==> src/design/euler_to_quaternion_core_assert.svh <==
// Assertion macros for the euler_to_quaternion_core design files; etq_fifo uses them.
`ifndef EULER_TO_QUATERNION_CORE_ASSERT_SVH
`define EULER_TO_QUATERNION_CORE_ASSERT_SVH

// Check a property on every rising clock edge outside reset.
`define ETQ_ASSERT(label, prop, msg) \
  label: assert property (@(posedge clk_i) disable iff (!rst_ni) prop) \
    else $error(msg);

// Check that a condition never holds outside reset.
`define ETQ_NEVER(label, cond, msg) \
  `ETQ_ASSERT(label, !(cond), msg)

`endif

==> src/design/etq_pkg.sv <==
// Types, constants and arithmetic helpers for the Euler angle to quaternion core.
`timescale 1ns / 1ps
package etq_pkg;

  localparam int ANGLE_BITS = 16;
  localparam int FRAC_BITS  = 14;
  localparam int WORK_BITS  = 30;
  localparam int OUT_BITS   = FRAC_BITS + 2;

  // half angle, its square, series accumulator, intermediate quotient, signed trig value
  localparam int XW   = WORK_BITS + 1;
  localparam int X2W  = WORK_BITS + 2;
  localparam int ACCW = WORK_BITS + 1;
  localparam int VW   = WORK_BITS + 2;
  localparam int TW   = WORK_BITS + 2;
  localparam int PW   = 64;

  // pi in Q2.30
  localparam logic [31:0] PI_WORK = 32'd3373259426;
  localparam logic [ACCW-1:0] WORK_ONE = {1'b1, {WORK_BITS{1'b0}}};

  // series pipeline and back end depth
  localparam int STEPS    = 8;
  localparam int SC_LAT   = 3 * STEPS + 1;
  localparam int BACK_LAT = SC_LAT + 3;
  localparam int NUM_TRI  = 8;

  // queue between front and back
  localparam int QUEUE_DEPTH = 4;
  localparam int QPTR_W      = $clog2(QUEUE_DEPTH);
  localparam int QCNT_W      = QPTR_W + 1;

  // series denominators and their reciprocals floor(2^32 / k); zero marks a bypassed step
  localparam int DEN_W = 8;
  localparam int RCP_W = 32;
  localparam logic [DEN_W-1:0] SIN_DEN [STEPS] = '{
    8'd0, 8'd210, 8'd156, 8'd110, 8'd72, 8'd42, 8'd20, 8'd6
  };
  localparam logic [RCP_W-1:0] SIN_RCP [STEPS] = '{
    32'd0, 32'd20452225, 32'd27531841, 32'd39045157,
    32'd59652323, 32'd102261126, 32'd214748364, 32'd715827882
  };
  localparam logic [DEN_W-1:0] COS_DEN [STEPS] = '{
    8'd240, 8'd182, 8'd132, 8'd90, 8'd56, 8'd30, 8'd12, 8'd2
  };
  localparam logic [RCP_W-1:0] COS_RCP [STEPS] = '{
    32'd17895697, 32'd23598721, 32'd32537631, 32'd47721858,
    32'd76695844, 32'd143165576, 32'd357913941, 32'd2147483648
  };

  typedef struct packed {
    logic signed [ANGLE_BITS-1:0] angle_x;
    logic signed [ANGLE_BITS-1:0] angle_y;
    logic signed [ANGLE_BITS-1:0] angle_z;
  } etq_in_t;

  typedef struct packed {
    logic signed [OUT_BITS-1:0] quat_x;
    logic signed [OUT_BITS-1:0] quat_y;
    logic signed [OUT_BITS-1:0] quat_z;
    logic signed [OUT_BITS-1:0] quat_w;
  } etq_out_t;

  // one classified half angle
  typedef struct packed {
    logic           neg;
    logic [XW-1:0]  x;
    logic [X2W-1:0] x2;
  } etq_half_t;

  typedef struct packed {
    etq_half_t [2:0] ang;
  } etq_item_t;

  // series lane state between steps
  typedef struct packed {
    logic            neg;
    logic [XW-1:0]   x;
    logic [X2W-1:0]  x2;
    logic [ACCW-1:0] sacc;
    logic [ACCW-1:0] cacc;
  } etq_lane_t;

  // lane state inside one series step
  typedef struct packed {
    etq_lane_t     lane;
    logic [VW-1:0] vs;
    logic [VW-1:0] vc;
    logic [VW-1:0] qs;
    logic [VW-1:0] qc;
  } etq_mid_t;

  // divide by 2^sh, rounding half away from zero
  function automatic logic signed [PW-1:0] rnd_shift(input logic signed [PW-1:0] v,
                                                     input int unsigned sh);
    logic [PW-1:0] mag;
    logic [PW-1:0] half;
    logic [PW-1:0] res;
    mag  = v[PW-1] ? PW'(-v) : PW'(v);
    half = PW'(1) << (sh - 1);
    res  = (mag + half) >> sh;
    return v[PW-1] ? -$signed(res) : $signed(res);
  endfunction

  // clamp to plus or minus one in Q1.FRAC_BITS
  function automatic logic signed [OUT_BITS-1:0] sat_out(input logic signed [PW-1:0] v);
    logic signed [PW-1:0] lim;
    lim = PW'(1) <<< FRAC_BITS;
    if (v > lim) return OUT_BITS'(lim);
    if (v < -lim) return OUT_BITS'(-lim);
    return OUT_BITS'(v);
  endfunction

endpackage

==> src/design/etq_fifo.sv <==
// Short queue that decouples the front end from the back end.
`timescale 1ns / 1ps
`include "euler_to_quaternion_core_assert.svh"
module etq_fifo import etq_pkg::*; (
  input  logic      clk_i,
  input  logic      rst_ni,
  input  logic      push_i,
  input  etq_item_t push_data_i,
  input  logic      pop_i,
  output logic      full_o,
  output logic      empty_o,
  output etq_item_t head_o
);

  etq_item_t         mem_q [QUEUE_DEPTH];
  logic [QPTR_W-1:0] wr_ptr_q, rd_ptr_q;
  logic [QCNT_W-1:0] count_q;

  assign full_o  = (count_q == QCNT_W'(QUEUE_DEPTH));
  assign empty_o = (count_q == '0);
  assign head_o  = mem_q[rd_ptr_q];

  // advance pointers and occupancy
  always_ff @(posedge clk_i or negedge rst_ni) begin
    if (!rst_ni) begin
      wr_ptr_q <= '0;
      rd_ptr_q <= '0;
      count_q  <= '0;
    end else begin
      if (push_i) wr_ptr_q <= wr_ptr_q + 1'b1;
      if (pop_i)  rd_ptr_q <= rd_ptr_q + 1'b1;
      if (push_i && !pop_i)      count_q <= count_q + 1'b1;
      else if (pop_i && !push_i) count_q <= count_q - 1'b1;
    end
  end

  // store entries
  always_ff @(posedge clk_i) begin
    if (push_i) mem_q[wr_ptr_q] <= push_data_i;
  end

  `ETQ_NEVER(a_no_overflow, push_i && full_o, "queue push while full")
  `ETQ_NEVER(a_no_underflow, pop_i && empty_o, "queue pop while empty")
  `ETQ_ASSERT(a_count_up, (push_i && !pop_i) |=> (count_q == $past(count_q) + 1'b1), "queue count did not rise")

endmodule

==> config.mk <==
export PLATFORM = sky130hd
export DESIGN_NAME = etq_fifo
export DESIGN_NICKNAME = d
export VERILOG_FILES = /design/src/design/etq_pkg.sv /design/src/design/etq_fifo.sv
export VERILOG_INCLUDE_DIRS = /design/src /design/src/design
export SDC_FILE = /design/constraint.sdc
export NUM_CORES = 1
export LEC_CHECK = 0
export BUFFER_PORTS_ARGS = -buffer_cell sky130_fd_sc_hd__buf_2
export CAP_MARGIN = 20
export CORE_AREA = 2 2 181 316
export DETAILED_ROUTE_END_ITERATION = 12
export DIE_AREA = 0 0 183 318
export PLACE_DENSITY = 0.74
export RECOVER_POWER = 50
export SYNTH_ARGS = -nofsm -noshare
export SYNTH_HDL_FRONTEND = slang
export SYNTH_SLANG_ARGS = --single-unit
==> constraint.sdc <==
create_clock -name clk_i -period 6 [get_ports clk_i]
set_clock_uncertainty 0.05 [all_clocks]
set_input_delay 1.2 -clock clk_i [delete_from_list [all_inputs] [get_ports clk_i]]
set_output_delay 1.2 -clock clk_i [all_outputs]
set_load 0.005 [all_outputs]
==> impl_metrics.ini, run 1 <==
[run_status]
status = complete, but fails checks
violations = max-capacitance violations, max-slew violations

[cts]
clk_pin_slew_ns = 0.06
postCtsSetupBuffers = 0
tritoncts = yes
clock_latency_ns = 0.58
cts.repair.resized = 0
cts_buffer_depth = 3
htreeDepth = 3
postCtsHoldBufs = 0
cts-buffers-inserted = 67
cts.sinks = 775
clock-root-buffer = clkbuf_16

[global_routing]
grt_pass1_wl_um = 80200
overflow = 0
grt_pass1_vias = 13275
antenna_found_initial = 12
track_usage = 0.187
grt_max_degree = 136

[drt]
wirelength_um = 54300
detail-route-antenna-nets = 0
first_pass_iters = 5
num_vias = 12382
routedWlPerCell_um = 24.4
drc_errors = 0
vias_per_cell = 5.56
drtIter0Drc = 851

[place]
dp_hpwl_um = 33100
place_inst = 2103
place_ws_ns = 2.55
port_buffers = 389
gp_congestion = 0.717

[critical_path]
timing.critical_path.fanout_max = 39
crit_arrival_ns = 4.75
slowest_delay_ns = 2.40
crit_chain = clkbuf_1 -> and2_0 -> buf_4
r2r_slack_ns = 1.67
slowest_stage = and2_0
required_ns = 6.15
critPathLaunchType = primary input
end_kind = flop
critical_path_class = primary input to flop

[timing]
setup_viol_count_final = 0
worst_pin_slew_ns = 4.07
fin_crit_ns = 4.59
fin_crit_sh = 0.766
fmax_mhz = 218
setup_tns_ns = 0
hold_viol_final = 0
relSlewSlack = -1.72
setup_ws_ns = 1.41
drv_slew = 306
rsz0062_at_grt = no
fin_hold_ws_ns = 0.465

[yosys]
synth_area_per_cell_um2 = 27.1
synth.cell_area_um2 = 28100
ys_seq_area_frac = 0.827
ys_ff_latch = 775
yosys_warnings = 0
synth_nets = 1239
yosysUniqueCellTypes = 21
synthCells = 1037

[finish]
layout_common_cells = edfxtp_1 (768), clkbuf_1 (205), buf_2 (195)
final_util = 0.587
drive_above_1_share = 0.332
nets = 1672
finalNonFillerCells = 2225
final_common_cell = edfxtp_1
area_growth_pct = 16.6

[power]
clkPwrFrac = 0.271
p_int_uw = 11600
power_density_nw_per_um2 = 487
p_sw_uw = 4340
seqPwrFrac = 0.466
comb_power_share = 0.263
vdd_ir_drop_max_v = 0.000349
p_sw_frac = 0.272
power_leakage_uw = 0.0106

[floorplanning]
num_io_pins = 390
die_x_um = 183
die_h_um = 318
fp-row-count = 115
design.die.area_um2 = 58200
coreArea_um2 = 55800
start_util = 0.504

[worst_hold_path]
min-delay-path-class = flop to flop

[job]
cap_violations = 4
## state kept, by name, indices dropped and copies added, names as in the netlist
name,count
rd_ptr_q,2
count_q,3
mem_q,768
wr_ptr_q,2
## worst max-delay path: cells and delay by family
family / cells / cell delay (ns)
buffers and inverters: 2 / 1.04
and+or+nand+nor: 1 / 2.40
## routing by layer
metal	vias up	GRT usage	part of all wire
li1	5384	-	-
met1	6430	0.219	0.36
met2	455	0.316	0.53
met3	99	0.0607	0.081
met4	14	0.0775	0.032
met5	-	0	0.0015
## worst paths after layout
check | from | endpoint | cells after the start
min | count_q[2] | count_q[2] | 1
min in group asynchronous | rst_ni | wr_ptr_q[1] | 1
min reg2reg | count_q[2] | count_q[2] | 1
max in group asynchronous | rst_ni | rd_ptr_q[0] | 1
max reg2reg | wr_ptr_q[0] | mem_q[0][80] | 4
max | push_i | mem_q[0][80] | 3
## Yosys cell counts
master,count,area share
edfxtp_1,768,0.82
mux4_2,192,0.15
buf_2,19,0.0034
buf_6,18,0.0072
dfrtp_1,7,0.0062
ha_1,5,0.0022
and2_1,4,0.00089
inv_1,4,0.00053
xor2_1,4,0.0012
buf_1,2,0.00027
clkbuf_1,2,0.00027
nand2_1,2,0.00027
xnor2_1,2,0.00062
buf_4,1,0.00027
buf_8,1,0.00053
fa_1,1,0.00071
mux2_2,1,0.00040
nor2_1,1,0.00013
nor3_1,1,0.00018
nor3b_1,1,0.00027
o21ai_0,1,0.00018
## cells by family (layout without fill, tap and decap cells)
kind of cell | count (synthesis) | after routing | share of synthesized area
flops | 775 | 775 | 0.827
mux | 193 | 193 | 0.154
buf+inv | 47 | 527 | 0.0125
simple gates | 9 | 9 | 0.00174
fa+ha+maj | 6 | 6 | 0.00294
xor+xnor | 6 | 6 | 0.00187
compound gates | 1 | 1 | 0.000178
other cells | 0 | 6 | 0
## area by class of cell
type	instances	area (um2)
flip-flops and latches	775	23200
multi-input cells	215	4520
diodes	6	15.0
repair buffers	407	1910
clock inverters	37	462
well taps	702	878
inverters	4	15.0
clock buffers	79	1740
fillers	4057	23000
## stage by stage
step / total power (uW) / area, um2
4_1_cts: 16200 / 33100
3_3_place_gp: 11800 / 30900
2_1_floorplan: 10200 / 28100
5_1_grt: 16700 / 32800
3_5_place_dp: 11900 / 30900
6_report: 16000 / 32800
## power groups by stage
stage	clock, uW	combinational, uW	sequential (uW)
finish	4330	4210	7440
global placement	0	4330	7450
floorplan	0	2760	7400
CTS	4440	4370	7410
detailed placement	0	4350	7530
global route	4630	4540	7540
No activity file was read; power rests on OpenSTA's default activity.
==> inputs of run 2 (changes only) <==
clock period = 3.73 ns   (was 6 ns; I/O delays follow)
==> run 2 against run 1 <==
The run still ends with max-capacitance violations, max-slew violations left; die area did not move; flip-flop and latch count unchanged; sequential power increased by 59%; count of clock-buffer cells in the layout up 1; critical path type is now flop to flop; critical endpoint is now mem_q[3][46]; largest cell class unchanged; largest power group unchanged; highest routed layer unchanged.
==> impl_metrics.ini, run 2 (synthesized netlist as in run 1, its figures left out) <==
[finish]
area_growth_pct = 17.3
layout_common_cells = edfxtp_1 (768), clkbuf_1 (206), buf_2 (195)
nets = 1692
final_common_cell = edfxtp_1
regMostFlops = mem_q
largest_reg_flops = 768
drive_above_1_share = 0.339
top_regs = mem_q (768), count_q (3)
num-fill-cells = 3967

[power]
power_leakage_uw = 0.0107
total_power_uw = 25500
power_density_nw_per_um2 = 773
vdd_ir_drop_max_v = 0.000537

[drt]
drtIter0Drc = 853
vias_per_cell = 5.58
routedWlPerCell_um = 24.8
drc_errors = 0
num_vias = 12488
wirelength_um = 55500
first_pass_iters = 4
detail-route-antenna-nets = 0

[timing]
rsz0062_at_grt = no
hold_viol_final = 0
setup_tns_ns = 0
fin_crit_sh = 0.878
fmax_mhz = 305
relSlewSlack = -0.571
worst_pin_slew_ns = 2.35
fin_crit_ns = 3.28
drv_slew = 49
setup_viol_count_final = 0

[critical_path]
critical_path_class = flop to flop
crit_arrival_ns = 3.44
timing.critical_path.fanout_max = 76
required_ns = 3.89
end_kind = flop
critPathLaunchType = flop

[global_routing]
grt_pass1_wl_um = 83800
antenna_found_initial = 9
grt_max_degree = 77
overflow = 0
grt_pass1_vias = 13754
track_usage = 0.194

[cts]
clock-root-buffer = clkbuf_16
tritoncts = yes
clock_latency_ns = 0.57
htreeDepth = 3
clk_pin_slew_ns = 0.07
cts-buffers-inserted = 66
cts.sinks = 775
cts_buffer_depth = 3

[place]
port_buffers = 389
dp_hpwl_um = 36300
gp_congestion = 0.769

[run_status]
status = complete, but fails checks
violations = max-capacitance violations, max-slew violations

[floorplanning]
fp-row-count = 115
num_io_pins = 390
coreArea_um2 = 55800
die_x_um = 183
design.die.area_um2 = 58200
die_h_um = 318
start_util = 0.504

[job]
cap_violations = 2

[worst_hold_path]
min-delay-path-class = primary input to flop
## run 2: layout make-up
cell class	instances	area [um2]	share of cell area
Antenna cell	4	10.0	0.000304
Clock buffer	80	1770	0.0536
Clock inverter	31	243	0.00736
Inverter	4	15.0	0.000455
Multi-Input combinational cell	215	4530	0.137
Sequential cell	775	23200	0.705
Tap cell	702	878	0.0266
Timing Repair Buffer	428	2280	0.0693
## run 2: stage by stage
step            util  instances  area [um2]  hold WS [ns]  worst slack [ns]
6_report       0.591       2239       33000         0.323             0.454
5_1_grt        0.591       2239       33000         0.316             0.217
4_1_cts        0.595       2235       33200         0.284             0.435
3_5_place_dp   0.559       2123       31200         0.436              1.07
3_3_place_gp   0.559       2123       31200         0.423              1.07
2_1_floorplan      -       1037       28100         0.400             0.120
## run 2: final timing paths
kind | slack, ns | cells past startpoint | to | from
setup / recovery | 0.45 | 3 | mem_q[3][46] | wr_ptr_q[0]
hold / removal | 0.32 | 2 | rd_ptr_q[0] | pop_i
setup reg to reg | 0.45 | 3 | mem_q[3][46] | wr_ptr_q[0]
hold reg to reg | 0.44 | 1 | count_q[2] | count_q[2]
max in group asynchronous | 2.69 | 2 | rd_ptr_q[1] | rst_ni
min in group asynchronous | 0.60 | 2 | count_q[2] | rst_ni
## run 2: what timing repair did
| item | 4_1_cts | 5_1_grt |
|---|---|---|
| endpoints found under the hold margin | 7 | 0 |
| hold buffers | 1 | 0 |
| gates resized for setup | 0 | 0 |
| setup buffers | 0 | 0 |
## run 2: critical path, stage by stage (launching register included)
cell     delay [ns]
dfrtp_1        0.42
ha_1           0.16
and2_0         1.72
buf_12         0.46
## run 2: power breakdown
group,switching (uW),internal [uW]
logic,3670,3520
clock network,2880,3590
registers,435,11400
total,6990,18500
## run 2: metal layers
layer  part of all wire  wire length (um)  vias up  global-route usage
met5             0.0012                66        -                   0
met3              0.073              4070      101              0.0510
li1                   -                 -     5404                   -
met2               0.54             29900      423               0.342
met4              0.027              1470       10              0.0690
met1               0.36             20000     6550               0.229
